$ cat src/sv/sss_pkg.sv
// Shared types, constants and coil tables of the stepper step sequencer.
`timescale 1ns / 1ps

package sss_pkg;

    // Default widths of the tick counter and the pending step count.
    localparam int ELAPSED_BITS_DEF = 24;
    localparam int PENDING_BITS_DEF = 16;

    // Width of the remainder unit operands: a revolution may hold 65536 positions.
    localparam int MOD_W = 17;

    // Request kinds.
    localparam logic [2:0] KIND_TICK     = 3'd0;
    localparam logic [2:0] KIND_PLAN_FWD = 3'd1;
    localparam logic [2:0] KIND_PLAN_BWD = 3'd2;
    localparam logic [2:0] KIND_RECAL    = 3'd3;
    localparam logic [2:0] KIND_RESET    = 3'd4;

    // Configuration register indexes.
    localparam logic [1:0] REG_MIN_STEP   = 2'd0;
    localparam logic [1:0] REG_STANDSTILL = 2'd1;
    localparam logic [1:0] REG_HALF_MODE  = 2'd2;
    localparam logic [1:0] REG_STEPS_REV  = 2'd3;

    // Configuration reset values.
    localparam logic [23:0] MIN_STEP_RST   = 24'd2000;
    localparam logic [23:0] STANDSTILL_RST = 24'd100000;
    localparam logic        HALF_MODE_RST  = 1'b1;
    localparam logic [15:0] STEPS_REV_RST  = 16'd4096;

    typedef struct packed {
        logic [2:0]  kind;
        logic [15:0] target_position;
        logic [15:0] offset_steps;
        logic        correct_backward;
    } t_sss_req;

    typedef struct packed {
        logic [3:0]         coil_lines;
        logic               coils_on;
        logic               stepped;
        logic [15:0]        position;
        logic               moving_forward;
        logic signed [15:0] steps_pending;
    } t_sss_res;

    // Lines switched on by a phase.
    function automatic logic [3:0] phase_set(input logic half, input logic [3:0] phase);
        logic [3:0] v;
        v = 4'h0;
        if (half) begin
            unique case (phase)
                4'd1:    v = 4'h1;
                4'd2:    v = 4'h3;
                4'd3:    v = 4'h2;
                4'd4:    v = 4'h6;
                4'd5:    v = 4'h4;
                4'd6:    v = 4'hC;
                4'd7:    v = 4'h8;
                4'd8:    v = 4'h9;
                default: v = 4'h0;
            endcase
        end else begin
            unique case (phase)
                4'd1:    v = 4'h1;
                4'd2:    v = 4'h2;
                4'd3:    v = 4'h4;
                4'd4:    v = 4'h8;
                default: v = 4'h0;
            endcase
        end
        return v;
    endfunction

    // Lines switched off by a phase.
    function automatic logic [3:0] phase_clr(input logic half, input logic [3:0] phase);
        logic [3:0] v;
        v = 4'h0;
        if (half) begin
            unique case (phase)
                4'd1, 4'd5: v = 4'hA;
                4'd3, 4'd7: v = 4'h5;
                default:    v = 4'h0;
            endcase
        end else begin
            unique case (phase)
                4'd1, 4'd3: v = 4'hA;
                4'd2, 4'd4: v = 4'h5;
                default:    v = 4'h0;
            endcase
        end
        return v;
    endfunction

endpackage

$ cat src/sv/sss_mod_unit.sv
// Restoring remainder unit: one dividend bit per cycle.
`timescale 1ns / 1ps

module sss_mod_unit
    import sss_pkg::*;
(
    input  logic             i_clk,
    input  logic             i_rst_n,
    input  logic             i_start,
    input  logic [MOD_W-1:0] i_dividend,
    input  logic [MOD_W-1:0] i_divisor,
    output logic             o_done,
    output logic [MOD_W-2:0] o_rem
);

    localparam int CNT_W = $clog2(MOD_W + 1);

    logic             r_busy;
    logic             r_done;
    logic [CNT_W-1:0] r_cnt;
    logic [MOD_W-1:0] r_dvd;
    logic [MOD_W-2:0] r_rem;

    logic [MOD_W-1:0] w_shift;
    logic [MOD_W-1:0] w_diff;
    logic             w_ge;

    // The partial remainder stays below the divisor, so it fits one bit less.
    assign w_shift = {r_rem, r_dvd[MOD_W-1]};
    assign w_ge    = (w_shift >= i_divisor);
    assign w_diff  = w_shift - i_divisor;

    always_ff @(posedge i_clk) begin
        if (!i_rst_n) begin
            r_busy <= 1'b0;
            r_done <= 1'b0;
            r_cnt  <= '0;
        end else begin
            r_done <= 1'b0;
            if (i_start) begin
                r_busy <= 1'b1;
                r_cnt  <= CNT_W'(MOD_W);
            end else if (r_busy) begin
                r_cnt <= r_cnt - CNT_W'(1);
                if (r_cnt == CNT_W'(1)) begin
                    r_busy <= 1'b0;
                    r_done <= 1'b1;
                end
            end
        end
    end

    always_ff @(posedge i_clk) begin
        if (i_start) begin
            r_dvd <= i_dividend;
            r_rem <= '0;
        end else if (r_busy) begin
            r_dvd <= {r_dvd[MOD_W-2:0], 1'b0};
            r_rem <= w_ge ? w_diff[MOD_W-2:0] : w_shift[MOD_W-2:0];
        end
    end

    assign o_done = r_done;
    assign o_rem  = r_rem;

endmodule

$ cat src/sv/stepper_step_sequencer_unit.sv
// Top level of the four-coil stepper step sequencer with its register port.
`timescale 1ns / 1ps

// Four-coil unipolar stepper sequencer. Each request is a tick, a plan of one
// step forward or backward, a recalibration or a reset, and each request gives
// exactly one result carrying the coil line levels, the position, the pending
// step count and whether this request moved the motor. Tick, plan, reset and
// unused kinds are finished in the cycle they are accepted: the result is valid
// from the next cycle on, or, if an earlier result is still waiting in the
// output register, from the cycle after that earlier result is taken. A
// recalibration goes through a shared restoring remainder unit that retires one
// bit per cycle; a backward correction uses it once and a forward correction
// twice, once for the target and once for the offset. Requests are stalled
// while a recalibration or a held result is in progress. Configuration is
// written through the APB port at byte addresses 0, 4, 8 and 12 and must only be
// changed while the block is idle; a revolution size of zero stands for 65536
// positions.

module stepper_step_sequencer_unit
    import sss_pkg::*;
#(
    parameter int ELAPSED_BITS = ELAPSED_BITS_DEF,
    parameter int PENDING_BITS = PENDING_BITS_DEF
) (
    input  logic        i_clk,
    input  logic        i_rst_n,
    // request channel
    input  logic        i_in_valid,
    output logic        o_in_stall,
    input  t_sss_req    i_in_req,
    // result channel
    output logic        o_out_valid,
    input  logic        i_out_stall,
    output t_sss_res    o_out_res,
    // configuration port
    input  logic        psel,
    input  logic        penable,
    input  logic        pwrite,
    input  logic [3:0]  paddr,
    input  logic [31:0] pwdata,
    output logic [31:0] prdata,
    output logic        pready
);

    localparam int CMP_W = (ELAPSED_BITS > 24) ? ELAPSED_BITS : 24;
    localparam int SUM_W = ((PENDING_BITS > 17) ? PENDING_BITS : 17) + 1;

    localparam logic signed [PENDING_BITS-1:0] P_MAX = {1'b0, {(PENDING_BITS-1){1'b1}}};
    localparam logic signed [PENDING_BITS-1:0] P_MIN = {1'b1, {(PENDING_BITS-1){1'b0}}};

    // Sequencer states.
    localparam logic [1:0] S_IDLE  = 2'd0;
    localparam logic [1:0] S_MOD_A = 2'd1;
    localparam logic [1:0] S_MOD_B = 2'd2;
    localparam logic [1:0] S_HOLD  = 2'd3;

    // Configuration registers.
    logic [23:0] r_min_step;
    logic [23:0] r_standstill;
    logic        r_half;
    logic [15:0] r_spr;

    // Motor state.
    logic [3:0]                     r_phase,    n_phase;
    logic [3:0]                     r_lines,    n_lines;
    logic                           r_energized, n_energized;
    logic [15:0]                    r_pos,      n_pos;
    logic signed [PENDING_BITS-1:0] r_pend,     n_pend;
    logic [ELAPSED_BITS-1:0]        r_ticks,    n_ticks;
    logic                           r_dir,      n_dir;

    // Sequencer and result holding.
    logic [1:0]  r_state,     n_state;
    logic        r_stepped,   n_stepped;
    logic        r_out_valid, n_out_valid;
    t_sss_res    r_out,       n_out;
    logic [15:0] r_offset,    n_offset;
    logic        r_backward,  n_backward;
    logic [15:0] r_tmod,      n_tmod;

    // Remainder unit handshake.
    logic             w_mod_start;
    logic [MOD_W-1:0] w_mod_dvd;
    logic             w_mod_done;
    logic [MOD_W-2:0] w_mod_rem;

    logic                           w_accept;
    logic                           w_out_free;
    logic                           w_cfg_wr;
    logic [16:0]                    w_rev;
    logic [ELAPSED_BITS-1:0]        w_t1;
    logic                           w_pend_zero;
    logic                           w_fwd;
    logic [3:0]                     w_top;
    logic [3:0]                     w_ph_inc;
    logic [3:0]                     w_ph_dec;
    logic [3:0]                     w_ph_new;
    logic [15:0]                    w_pos_new;
    logic [3:0]                     w_lines_new;
    logic signed [PENDING_BITS-1:0] w_pend_step;
    logic signed [SUM_W-1:0]        w_delta;
    logic signed [SUM_W-1:0]        w_pend_sum;
    logic signed [PENDING_BITS-1:0] w_pend_sat;
    logic                           w_above_standstill;
    logic                           w_below_min;
    logic [16:0]                    w_combine;
    logic                           w_stepped_now;

    // ------------------------------------------------------------------
    // Configuration port. Writes land on the access phase; reads return
    // the register addressed, zero extended.
    // ------------------------------------------------------------------
    assign pready   = 1'b1;
    assign w_cfg_wr = psel && penable && pwrite;

    always_ff @(posedge i_clk) begin
        if (!i_rst_n) begin
            r_min_step   <= MIN_STEP_RST;
            r_standstill <= STANDSTILL_RST;
            r_half       <= HALF_MODE_RST;
            r_spr        <= STEPS_REV_RST;
        end else if (w_cfg_wr) begin
            unique case (paddr[3:2])
                REG_MIN_STEP:   r_min_step   <= pwdata[23:0];
                REG_STANDSTILL: r_standstill <= pwdata[23:0];
                REG_HALF_MODE:  r_half       <= pwdata[0];
                REG_STEPS_REV:  r_spr        <= pwdata[15:0];
                default:        r_min_step   <= r_min_step;
            endcase
        end
    end

    always_comb begin
        unique case (paddr[3:2])
            REG_MIN_STEP:   prdata = {8'd0, r_min_step};
            REG_STANDSTILL: prdata = {8'd0, r_standstill};
            REG_HALF_MODE:  prdata = {31'd0, r_half};
            REG_STEPS_REV:  prdata = {16'd0, r_spr};
            default:        prdata = 32'd0;
        endcase
    end

    // ------------------------------------------------------------------
    // Step arithmetic, all worked out from the current state.
    // ------------------------------------------------------------------
    assign w_rev       = (r_spr == 16'd0) ? 17'h10000 : {1'b0, r_spr};
    assign w_t1        = (r_ticks != '1) ? r_ticks + ELAPSED_BITS'(1) : r_ticks;
    assign w_pend_zero = (r_pend == '0);
    assign w_fwd       = !r_pend[PENDING_BITS-1] && !w_pend_zero;
    assign w_top       = r_half ? 4'd8 : 4'd4;

    // A phase left out of range by a change of mode restarts at the end of the
    // sequence it enters from: phase 1 going forward, the last phase going backward.
    assign w_ph_inc = r_phase + 4'd1;
    assign w_ph_dec = r_phase - 4'd1;

    always_comb begin
        if (w_fwd) begin
            w_ph_new  = (w_ph_inc > w_top || w_ph_inc == 4'd0) ? 4'd1 : w_ph_inc;
            w_pos_new = ({1'b0, r_pos} >= w_rev - 17'd1) ? 16'd0 : r_pos + 16'd1;
        end else begin
            w_ph_new  = (w_ph_dec == 4'd0 || w_ph_dec > w_top) ? w_top : w_ph_dec;
            w_pos_new = (r_pos == 16'd0 || {1'b0, r_pos} >= w_rev) ?
                        16'((w_rev - 17'd1)) : r_pos - 16'd1;
        end
    end

    assign w_lines_new = (r_lines & ~phase_clr(r_half, w_ph_new)) | phase_set(r_half, w_ph_new);
    assign w_pend_step = w_fwd ? r_pend - PENDING_BITS'(1) : r_pend + PENDING_BITS'(1);

    assign w_above_standstill = (CMP_W'(w_t1) > CMP_W'(r_standstill));
    assign w_below_min        = (CMP_W'(w_t1) < CMP_W'(r_min_step));

    // Planning and recalibration share one saturating adder on the pending count.
    always_comb begin
        priority if (i_in_req.kind == KIND_PLAN_FWD) begin
            w_delta = SUM_W'(1);
        end else if (i_in_req.kind == KIND_PLAN_BWD) begin
            w_delta = {SUM_W{1'b1}};
        end else if (i_in_req.correct_backward) begin
            w_delta = -$signed(SUM_W'(i_in_req.offset_steps));
        end else begin
            w_delta = $signed(SUM_W'(i_in_req.offset_steps));
        end
    end

    assign w_pend_sum = SUM_W'(r_pend) + w_delta;

    always_comb begin
        priority if (w_pend_sum > SUM_W'(P_MAX)) begin
            w_pend_sat = P_MAX;
        end else if (w_pend_sum < SUM_W'(P_MIN)) begin
            w_pend_sat = P_MIN;
        end else begin
            w_pend_sat = w_pend_sum[PENDING_BITS-1:0];
        end
    end

    // Forward correction: (target mod rev - offset mod rev) wrapped into range.
    assign w_combine = (r_tmod >= w_mod_rem) ?
                       {1'b0, r_tmod} - {1'b0, w_mod_rem} :
                       {1'b0, r_tmod} + w_rev - {1'b0, w_mod_rem};

    function automatic t_sss_res build_res(
        input logic [3:0]                     lines,
        input logic                           energized,
        input logic                           stepped,
        input logic [15:0]                    pos,
        input logic                           dir,
        input logic signed [PENDING_BITS-1:0] pend
    );
        t_sss_res res;
        logic signed [31:0] pend_ext;
        pend_ext           = 32'(pend);
        res.coil_lines     = lines;
        res.coils_on       = energized;
        res.stepped        = stepped;
        res.position       = pos;
        res.moving_forward = dir;
        res.steps_pending  = pend_ext[15:0];
        return res;
    endfunction

    // ------------------------------------------------------------------
    // Sequencer. Simple requests update the state on acceptance and load
    // the result at once if the output register is free; otherwise the
    // result is rebuilt from the state in the hold state. Recalibration
    // runs the remainder unit once or twice before the hold state.
    // ------------------------------------------------------------------
    assign w_accept   = i_in_valid && (r_state == S_IDLE);
    assign w_out_free = !r_out_valid || !i_out_stall;

    always_comb begin
        n_phase       = r_phase;
        n_lines       = r_lines;
        n_energized   = r_energized;
        n_pos         = r_pos;
        n_pend        = r_pend;
        n_ticks       = r_ticks;
        n_dir         = r_dir;
        n_state       = r_state;
        n_stepped     = r_stepped;
        n_out_valid   = r_out_valid && i_out_stall;
        n_out         = r_out;
        n_offset      = r_offset;
        n_backward    = r_backward;
        n_tmod        = r_tmod;
        w_mod_start   = 1'b0;
        w_mod_dvd     = '0;
        w_stepped_now = 1'b0;

        unique case (r_state)
            S_IDLE: begin
                if (w_accept) begin
                    unique case (i_in_req.kind)
                        KIND_TICK: begin
                            n_ticks = w_t1;
                            priority if (!r_energized && w_pend_zero) begin
                                n_ticks = w_t1;
                            end else if (w_pend_zero && w_above_standstill) begin
                                // Standstill: release the coils and be ready to step.
                                n_lines     = 4'h0;
                                n_energized = 1'b0;
                                n_ticks     = '1;
                            end else if (w_below_min) begin
                                n_ticks = w_t1;
                            end else if (!w_pend_zero) begin
                                n_phase       = w_ph_new;
                                n_lines       = w_lines_new;
                                n_energized   = 1'b1;
                                n_pos         = w_pos_new;
                                n_dir         = w_fwd;
                                n_pend        = w_pend_step;
                                n_ticks       = '0;
                                w_stepped_now = 1'b1;
                            end else begin
                                n_ticks = w_t1;
                            end
                        end
                        KIND_PLAN_FWD, KIND_PLAN_BWD: begin
                            n_pend = w_pend_sat;
                        end
                        KIND_RECAL: begin
                            n_pend      = w_pend_sat;
                            n_offset    = i_in_req.offset_steps;
                            n_backward  = i_in_req.correct_backward;
                            w_mod_start = 1'b1;
                            w_mod_dvd   = i_in_req.correct_backward ?
                                          {1'b0, i_in_req.target_position} +
                                          {1'b0, i_in_req.offset_steps} :
                                          {1'b0, i_in_req.target_position};
                        end
                        KIND_RESET: begin
                            n_pos       = 16'd0;
                            n_ticks     = '1;
                            n_pend      = '0;
                            n_lines     = 4'h0;
                            n_energized = 1'b0;
                        end
                        default: begin
                            n_pend = r_pend;
                        end
                    endcase

                    if (i_in_req.kind == KIND_RECAL) begin
                        n_stepped = 1'b0;
                        n_state   = S_MOD_A;
                    end else if (w_out_free) begin
                        n_out_valid = 1'b1;
                        n_out       = build_res(n_lines, n_energized, w_stepped_now,
                                                n_pos, n_dir, n_pend);
                    end else begin
                        n_stepped = w_stepped_now;
                        n_state   = S_HOLD;
                    end
                end
            end
            S_MOD_A: begin
                if (w_mod_done) begin
                    if (r_backward) begin
                        n_pos   = w_mod_rem;
                        n_state = S_HOLD;
                    end else begin
                        n_tmod      = w_mod_rem;
                        w_mod_start = 1'b1;
                        w_mod_dvd   = {1'b0, r_offset};
                        n_state     = S_MOD_B;
                    end
                end
            end
            S_MOD_B: begin
                if (w_mod_done) begin
                    n_pos   = w_combine[15:0];
                    n_state = S_HOLD;
                end
            end
            S_HOLD: begin
                if (w_out_free) begin
                    n_out_valid = 1'b1;
                    n_out       = build_res(r_lines, r_energized, r_stepped,
                                            r_pos, r_dir, r_pend);
                    n_state     = S_IDLE;
                end
            end
            default: begin
                n_state = S_IDLE;
            end
        endcase
    end

    always_ff @(posedge i_clk) begin
        if (!i_rst_n) begin
            r_phase     <= 4'd1;
            r_lines     <= 4'h0;
            r_energized <= 1'b0;
            r_pos       <= 16'd0;
            r_pend      <= '0;
            r_ticks     <= '1;
            r_dir       <= 1'b0;
            r_state     <= S_IDLE;
            r_stepped   <= 1'b0;
            r_out_valid <= 1'b0;
        end else begin
            r_phase     <= n_phase;
            r_lines     <= n_lines;
            r_energized <= n_energized;
            r_pos       <= n_pos;
            r_pend      <= n_pend;
            r_ticks     <= n_ticks;
            r_dir       <= n_dir;
            r_state     <= n_state;
            r_stepped   <= n_stepped;
            r_out_valid <= n_out_valid;
        end
    end

    always_ff @(posedge i_clk) begin
        r_out      <= n_out;
        r_offset   <= n_offset;
        r_backward <= n_backward;
        r_tmod     <= n_tmod;
    end

    sss_mod_unit u_mod (
        .i_clk      (i_clk),
        .i_rst_n    (i_rst_n),
        .i_start    (w_mod_start),
        .i_dividend (w_mod_dvd),
        .i_divisor  (w_rev),
        .o_done     (w_mod_done),
        .o_rem      (w_mod_rem)
    );

    assign o_in_stall  = (r_state != S_IDLE);
    assign o_out_valid = r_out_valid;
    assign o_out_res   = r_out;

endmodule

$ cat config.mk
export PLATFORM = sky130hd
export DESIGN_NAME = stepper_step_sequencer_unit
export DESIGN_NICKNAME = d
export VERILOG_FILES = /design/src/sv/sss_pkg.sv /design/src/sv/sss_mod_unit.sv /design/src/sv/stepper_step_sequencer_unit.sv
export SDC_FILE = /design/constraint.sdc
export NUM_CORES = 1
export LEC_CHECK = 0
export BUFFER_PORTS_ARGS = -buffer_cell sky130_fd_sc_hd__buf_2
export CAP_MARGIN = 20
export CELL_PAD_IN_SITES_DETAIL_PLACEMENT = 1
export CELL_PAD_IN_SITES_GLOBAL_PLACEMENT = 1
export CORE_AREA = 10 10 249 251
export DETAILED_ROUTE_END_ITERATION = 12
export DIE_AREA = 0 0 259 261
export PLACE_DENSITY_LB_ADDON = 0.1
export RECOVER_POWER = 50
export SYNTH_ARGS = -nofsm -noshare
export SYNTH_HDL_FRONTEND = slang
export SYNTH_SLANG_ARGS = --single-unit
$ cat constraint.sdc
create_clock -name i_clk -period 4.29 [get_ports i_clk]
set_clock_uncertainty 0.05 [all_clocks]
set_input_delay 0.429 -clock i_clk [delete_from_list [all_inputs] [get_ports i_clk]]
set_output_delay 0.429 -clock i_clk [all_outputs]
set_load 0.005 [all_outputs]
Word-level counts from Yosys, hierarchy flattened. Memories as Yosys holds them, arrays and structs flattened. Cells that the tools add are included.

Register bits: 247. Output and inout port bits: 74. Input port bits: 79. Memories kept: 1. ROM bits: 64.

Memories: (no name shown) (depth 16, bits a word 4, rd ports 1, clocked after Yosys merged registers in 0, wr ports 0, RTL line sss_pkg.sv:53) `unique case (phase)`.

Bitwise operators: 10. Order comparisons: 10. Add/sub/neg operators: 16. Reduce and logical (&&, ||, !) cells: 49. Equality and inequality tests: 27. Multiplexer cells: 101.

Operators with widths (number): $mux 16 (22); $mux 39 (4); $pmux 32 s4 (1); $mux 24 (5); $mux 17 (6); $pmux 16 s3 (2); $pmux 39 s2 (1); $mux 18 (3); $logic_not 16->1 (3); $pmux 24 s2 (1); $sub 16x16->16 (3); $mux 4 (10); $ge 16x17->1 (2); $pmux 17 s2 (1); $pmux 16 s2 (1); $mux 1 (28); $add 24x1->24 const B (1); $gt 24x24->1 (1); $lt 24x24->1 (1); $ne 24x24->1 const B (1); $pmux 4 s2 (3); $add 16x18->18 (1); $gt 18x16->1 const B (1); $lt 18x16->1 const B (1); other kinds (49) (110).

Longest topological paths before layout. Gate-level depths: netlist of the first run.

Word-level depth: 21. Gate-level depth with buffers: 21.

Cells and area by module. From an unflattened synthesis of the first run, not the netlist that was laid out.

Cells, all modules: 2646. Area total of the unflattened synthesis: 21311.7 sq um.

By module, submodules not included: stepper_step_sequencer_unit (cells each 2362, seq. area each 4864.7 sq um, area each 18610.3 sq um, times used 1); sss_mod_unit (cells each 284, seq. area each 970.9 sq um, area each 2701.3 sq um, times used 1).

Worst setup path after synthesis of the first run. Ideal clock, no wire load.

Path type: register to register. Start point: register r_ticks[10]. End point: register r_out (netlist bit o_out_res[38]) (data pin). Data required time: 3.983 ns. Setup time: 0.257 ns. Arrival time: 4.329 ns. Slack: -0.346 ns. Cell stages (with the launch flop): 20. Path through: dfxtp_1 buf_2 nand4_1 nor4_1 nand2_1 and3_1 nor2b_1 xnor2_1 inv_1 ha_1 a21oi_1 nand2_1 a221o_1 a221o_1 o21a_1 nor2_1 clkbuf_1 buf_1 o21ai_0 a32o_1.

RTL lines: from (decl) (RTL line stepper_step_sequencer_unit.sv:69) `logic [ELAPSED_BITS-1:0] r_ticks, n_ticks;`; from (signal assigned) (RTL line stepper_step_sequencer_unit.sv:369) `r_ticks <= n_ticks;`; to (signal assigned) (RTL line stepper_step_sequencer_unit.sv:378) `r_out <= n_out;`; to (decl) (RTL line stepper_step_sequencer_unit.sv:76) `t_sss_res r_out, n_out;`.

Worst setup path in the final report of the first run.
Start point: register r_ticks[6]. End point: register r_ticks[10].

Cells in the longest elaborated chain, start to end: 7. Elaborated cells between the ends (all ways): 11.

Ends and longest elaborated chain: $add 24x1->24 or $ne 24x24->1 (tied branches) (RTL line stepper_step_sequencer_unit.sv:147) `assign w_t1 = (r_ticks != '1) ? r_ticks + ELAPSED_BITS'(1) : r_ticks;`; $mux 24 (*) (RTL line stepper_step_sequencer_unit.sv:147); $lt 24x24->1 (tied with other cells) (RTL line stepper_step_sequencer_unit.sv:172) `assign w_below_min = (CMP_W'(w_t1) < CMP_W'(r_min_step));`; $mux 24 or $logic_and 1x1->1 (tied branches) (RTL line stepper_step_sequencer_unit.sv:265, stepper_step_sequencer_unit.sv:260); $mux 24 (RTL line stepper_step_sequencer_unit.sv:260) `end else if (w_pend_zero && w_above_standstill) begin`; $mux 24 (*) (RTL line stepper_step_sequencer_unit.sv:258) `priority if (!r_energized && w_pend_zero) begin`; $pmux 24 s2 (*) (RTL line stepper_step_sequencer_unit.sv:255) `unique case (i_in_req.kind)`.

Mark *: on every way between the ends. The rest lies on a longest branch, timed or not. A chain may end at the register's enable or synchronous reset.

==> results_dict.tcl, run 1 <==
set metrics [dict create \
    drc_errors 0 \
    avgSynthCellArea_um2 8.15 \
    clkLatencyLatePin_ps 550 \
    synthTopCellsByArea "dfxtp_1 15%, edfxtp_1 13%, ha_1 12%" \
    path_depth 23 \
    first_global_vias 22700 \
    num_vias 22100 \
    cp_max_fo 6 \
    synth_flop_cell "dfxtp_1" \
    peakVddDrop_mv 0.557 \
    fmax_ghz 0.229 \
    drt_iter0_drc 1363 \
    setup_violations 12 \
    hold_depth 3 \
    clk_pin_slew_ps 60 \
    totalWireLength_um 89900 \
    dp_worst_setup_slack_ps -493 \
    placed_cell_area_um2 24700 \
    power.density_nw_per_um2 1070 \
    slowest_delay_ps 330 \
    required_ps 4730 \
    gp_congestion 0.929 \
    arrival_ps 4810 \
    slowest_stage "dfxtp_2" \
    synthCells 2567 \
    met1_usage 0.327 \
    crit_type "register to register" \
    relSlewSlack -0.442 \
    r2r_cells 23 \
    startpoint_type "register" \
    timing.final.ws_setup_ps -73.6 \
    yosys-top-cells-count "296 x nand2_1, 238 x a21oi_1, 199 x ha_1, 192 x inv_1, 159 x o21ai_0" \
    antenna_left 0 \
    hold_viol 0 \
    grt_pass1_wl_um 133000 \
    synth_top_cell_area_share 0.151 \
    grt_usage 0.249 \
    p_leak_nw 11.7 \
    period_needed_ps 4360 \
    drive_gt1_frac 0.262 \
    final_nets 3314 \
    yosysSeqAreaShare 0.279 \
    grt_busiest_layer "met2" \
    wl_per_cell_um 23.6 \
    htree_levels 2 \
    cts_sinks 247 \
    core_um2 57100 \
    violations "max-capacitance violations, max-slew violations, negative setup slack" \
    synth_cell_types 94 \
    synth-edff-count 89 \
    synth_area_leader_cell "dfxtp_1" \
    crit_path_cell_trace "nand4_1 > buf_4 > buf_4 > nor2_4 > buf_6 > and3_4 > nor2b_4 > nand4_1 > xor2_1 > inv_1 > buf_6 > ha_4 > nand4_1 > nor4_2 > buf_4 > o31a_1 > o211ai_1 > buf_4 > buf_4 > clkbuf_16 > a31oi_2 > o22ai_1 > nand2_1" \
    drv_slew 65 \
    dr.pass1.iters 5 \
    fin_total_pwr_mw 29.8 \
    vias_per_cell 5.80 \
    cts_tree "built" \
    grt_use_met3 0.0296 \
    cts_made_buffers 34 \
    path_buf_inv 9 \
    start_util 0.366 \
    fin_crit_sh 1.02 \
    die_w_um 259 \
    tightest_slew_ps 2160 \
    worst_setup_path_end_kind "register" \
    num-fill-cells 6815 \
    antenna_found_initial 1 \
    grt_remaining_overflow 0 \
    status "complete, but fails checks" \
    io_pins 153 \
    yosysWarnings 0 \
    synth.most_common_cell "nand2_1" \
    hold_class "primary input to register" \
    use_met2 0.423 \
    portBuffers 133 \
    rsz0062_at_grt "true" \
    rows 88 \
    ys_ff_latch 247 \
    netlist_area_um2 20900 \
    grt_start_max_net_pins 66 \
    root_buffer "clkbuf_16" \
    area_growth_pct 33.5 \
    clockBufferDepth 3 \
    cp_top_family "buffers and inverters" \
    crit_path_frequent_cell "buf_4" \
    die_h_um 261 \
    dpl.hpwl_um 67300 \
    postLayoutCoreUtil 0.489 \
    ys_async_sr_fraction 0 \
    drv_cap 2 \
    die_area_um2 67600 \
    fin_area_um2 27900 \
]
## cell usage in the layout (no fill, tap or decap), types with 21 or more instances in the layout
cell       Yosys  final
clkbuf_16      0     37
o21a_1        32     30
a21oi_2        0     28
ha_1         199    178
nand4_1       38     38
buf_4          9    341
xnor2_1       91     79
inv_1        192    180
nor3_1        36     32
clkbuf_1     101     80
a21o_1        43     42
dfxtp_1      158    152
xor2_1        58     53
o31ai_1       29     21
nor2b_1       24     21
buf_2          7     78
o21ai_1        3     21
buf_6          2     28
a21oi_1      238    201
nor2_1       129    119
nand3_1       77     71
edfxtp_1      89     89
mux2i_1       67     66
o22ai_1       43     32
o211ai_1      29     29
o21ai_0      159    125
nand2_1      296    285
## flip-flops by register name (all words and copies together) (netlist names), 17 cells and up
register / count
r_min_step: 24
o_out_res: 39
r_ticks: 24
r_standstill: 24
u_mod.r_dvd: 17
## per-layer routing
layer / share of wire / wire (µm) / vias up
met3: 0.044 / 3970 / 124
met4: 0.027 / 2440 / 0
met5: 0 / 0 / -
met2: 0.48 / 43500 / 555
li1: - / - / 10300
met1: 0.45 / 40000 / 11100
## worst register-to-register path, cell delays in order (launching register included)
cell       delay, ps
dfxtp_2          330
nand4_1          180
buf_4            190
buf_4            140
nor2_4           130
buf_6            120
and3_4           180
nor2b_4          190
nand4_1          140
xor2_1           250
inv_1            120
buf_6            140
ha_4             250
nand4_1          120
nor4_2           300
buf_4            160
o31a_1           260
o211ai_1         170
buf_4            200
buf_4            140
clkbuf_16        150
a31oi_2          180
o22ai_1          110
nand2_1          110
## area by class of cell
type / count / area, µm² / share of cell area
tap: 765 / 957 / 0.0343
sequential: 247 / 5840 / 0.209
inverter: 192 / 721 / 0.0258
clock buffer: 48 / 985 / 0.0353
timing repair buffer: 539 / 3880 / 0.139
antenna: 1 / 2.50 / 0.0000896
multi-input combinational: 2002 / 15400 / 0.553
clock inverter: 12 / 95.1 / 0.00341
## where the power goes
part	switching, mW	internal [mW]
Clock	1.17	1.66
Sequential	0.552	3.01
Combinational	12.5	10.9
Total	14.2	15.5
## per-stage QoR
step                hold slack, ps  setup TNS [ps]  std cells
global route                  85.8          -14190       3806
global placement               407          -15030       3678
detailed placement             422          -28330       3678
finish                        83.9            -336       3806
CTS                           59.9           -60.6       3762
floorplan                      399           -12.9       2574
## path summary, 6_finish.rpt
path | from | end | slack [ps]
worst min register to register | r_min_step[1]$_SDFFE_PN0P_ | r_min_step[1]$_SDFFE_PN0P_ | 430
worst max register to register | r_ticks[6]$_SDFFE_PN1P_ | r_ticks[10]$_SDFFE_PN1P_ | -70
worst min-delay path | pwdata[20] | r_min_step[20]$_SDFFE_PN0P_ | 80
worst max-delay path | r_ticks[6]$_SDFFE_PN1P_ | r_ticks[10]$_SDFFE_PN1P_ | -70
## cells by family (layout without fill, tap and decap cells)
kind of cell / count (synthesis) / count (layout) / share of synthesized area
compound gates: 795 / 795 / 0.246
xor+xnor: 150 / 150 / 0.0632
fa+ha+maj: 219 / 219 / 0.138
buf+inv: 326 / 791 / 0.0612
flops: 247 / 247 / 0.279
mux: 83 / 83 / 0.0413
other cells: 2 / 10 / 0.000359
simple gates: 745 / 746 / 0.171
## what timing repair did
action | 4_1_cts | 5_1_grt
hold buffers | 0 | 0
endpoints found under the setup margin | 109 | 121
pin swaps | 41 | 130
gates cloned | 0 | 3
buffers inserted | 24 | 42
hold endpoints to repair | 0 | 0
resized for setup | 95 | 268
Note: power is estimated with default switching activity, not from simulation.
==> run 2: changes to the inputs <==
- PLACE_DENSITY: unset -> 0.69
- PLACE_DENSITY_LB_ADDON: 0.1 -> unset
- SLEW_MARGIN: unset -> 40
==> run 2 against run 1 <==
- the run still ends with max-capacitance violations, max-slew violations, negative setup slack left
- die area unchanged
- sequential cell count unchanged
- register-to-register slack got worse by 200 ps
- first-iteration DRC count grew 13%
- sequential power rose by 1%
- critical path depth fell by 3
- non-clock buffer count down 21
- worst hold slack lost 59 ps
- routed wire length is 0.17% lower
- final cell count fell by 0.66%
- combinational power fell by 3%
- utilization decreased by 0.44 points
- largest power group unchanged
==> results_dict.tcl, run 2 (synthesis results as in run 1) <==
set metrics [dict create \
    root_buffer "clkbuf_16" \
    peakVddDrop_mv 0.523 \
    cts_sinks 247 \
    cp_top_family "simple AND/OR/NAND/NOR gates" \
    multiInputGateArea_um2 15400 \
    crit_path_frequent_cell "buf_4" \
    clk_pin_slew_ps 60 \
    num-fill-cells 6737 \
    setup_violations 78 \
    power.share.switching 0.481 \
    drive_gt1_frac 0.275 \
    wl_per_cell_um 23.7 \
    placed_cell_area_um2 24600 \
    cp_max_fo 4 \
    dr.pass1.iters 5 \
    die_w_um 259 \
    num_vias 22200 \
    clockBufferDepth 3 \
    fmax_ghz 0.219 \
    final_nets 3289 \
    antenna_left 0 \
    totalWireLength_um 89700 \
    required_ps 4570 \
    core_um2 57100 \
    startpoint_type "register" \
    final_cell_mix "330 x buf_4, 286 x nand2_1, 207 x a21oi_1, 181 x ha_1, 180 x inv_1" \
    portBuffers 133 \
    grt_start_max_net_pins 43 \
    largest_reg_flops 39 \
    violations "max-capacitance violations, max-slew violations, negative setup slack" \
    area_growth_pct 32.3 \
    status "complete, but fails checks" \
    seqPwrFrac 0.124 \
    rsz0062_at_grt "true" \
    hold_class "primary input to register" \
    crit_path_cell_trace "ha_4 > nand4_1 > or3_4 > o2111ai_4 > buf_6 > nor2_4 > nand2_2 > xor2_2 > inv_1 > buf_4 > ha_1 > nand4_1 > buf_4 > or3_1 > o221ai_4 > buf_4 > o211ai_1 > o211ai_1 > o21ai_1 > a32o_2" \
    die_area_um2 67600 \
    io_pins 153 \
    first_global_vias 23000 \
    htree_levels 1 \
    dpl.hpwl_um 66100 \
    timing.final.ws_setup_ps -275 \
    relSlewSlack -0.106 \
    slowest_stage "or3_4" \
    regToRegSetupSlack_ps -270 \
    p_sw_mw 14.0 \
    wl_met2_um 43500 \
    antenna_found_initial 1 \
    fin_total_pwr_mw 29.1 \
    drt_iter0_drc 1534 \
    wl_met1_um 38400 \
    fin_crit_sh 1.06 \
    hold_viol 0 \
    period_needed_ps 4560 \
    cts_tree "built" \
    start_util 0.366 \
    route.met3.wl_um 4360 \
    rows 88 \
    grt_pass1_wl_um 131000 \
    layout_commonest_cell "buf_4" \
    arrival_ps 4850 \
    regArea_um2 5850 \
    drv_slew 31 \
    die_h_um 261 \
    p_int_mw 15.1 \
    crit_type "register to register" \
    grt_remaining_overflow 0 \
    tightest_slew_ps 1660 \
    p_clk_frac 0.094 \
    top_layer_used "met4" \
    drv_cap 1 \
    clkLatencyLatePin_ps 610 \
    gp_congestion 0.921 \
    fin_area_um2 27700 \
    vias_per_cell 5.87 \
    cts_made_buffers 31 \
    p_leak_nw 11.7 \
    power.density_nw_per_um2 1050 \
    worst_setup_path_end_kind "register" \
    path_buf_inv 5 \
    grt_usage 0.242 \
    combPwrFrac 0.781 \
    drc_errors 0 \
    slowest_delay_ps 440 \
]
## run 2: cell type report
cell class / instances / share of cell area
multi-input combinational: 2001 / 0.555
sequential: 247 / 0.211
timing repair buffer: 518 / 0.135
tap: 765 / 0.0346
clock buffer: 42 / 0.0318
inverter: 192 / 0.0261
clock inverter: 15 / 0.00583
antenna: 1 / 0.0000904
## run 2: metal layers
metal / up-vias / global-route usage
met1: 11100 / 0.310
met2: 650 / 0.420
met4: 0 / 0.0771
met5: - / 0
met3: 192 / 0.0263
li1: 10200 / -
## run 2: power by group through the flow
stage / clock (mW) / sequential [mW] / combinational, mW
2_1_floorplan: 0 / 3.39 / 10.6
3_3_place_gp: 0 / 3.60 / 17.1
3_5_place_dp: 0 / 3.61 / 17.7
4_1_cts: 2.77 / 3.57 / 19.2
5_1_grt: 2.86 / 3.64 / 24.4
6_report: 2.75 / 3.61 / 22.7
## run 2: worst paths after layout
| kind | from | to | depth (start not counted) |
|---|---|---|---|
| worst max-delay path | r_ticks[0]$_SDFFE_PN1P_ | o_out_res[38]$_DFFE_PP_ | 20 |
| worst min-delay path | pwdata[17] | r_min_step[17]$_SDFFE_PN0P_ | 3 |
| worst max register to register | r_ticks[0]$_SDFFE_PN1P_ | o_out_res[38]$_DFFE_PP_ | 20 |
| worst min register to register | r_standstill[17]$_SDFFE_PN0P_ | r_standstill[17]$_SDFFE_PN0P_ | 2 |
## run 2: per-stage QoR
stage / std cells / TNS, ps / hold slack (ps) / util / setup slack [ps]
final: 3781 / -7380 / 24.8 / 0.484 / -275
after global routing: 3781 / -23570 / 36.9 / 0.484 / -483
after CTS: 3749 / -758 / 6.31 / 0.461 / -54.3
after detailed placement: 3668 / -32510 / 417 / 0.430 / -501
after global placement: 3668 / -19630 / 408 / 0.430 / -382
after floorplan: 2574 / -12.9 / 399 / - / -12.9
## run 2: what timing repair did
action	CTS	global route
resized for setup	112	249
setup endpoints to repair	113	122
cloned	1	2
hold buffers	0	0
pin swaps	61	146
setup buffers	25	37
## run 2: worst reg2reg max path, stage by stage (launching register included)
cell and delay [ps]:
dfxtp_2 360, ha_4 160, nand4_1 170, or3_4 440, o2111ai_4 240, buf_6 150
nor2_4 40, nand2_2 90, xor2_2 160, inv_1 80, buf_4 140, ha_1 270
nand4_1 230, buf_4 240, or3_1 400, o221ai_4 210, buf_4 160, o211ai_1 140
o211ai_1 140, o21ai_1 130, a32o_2 300
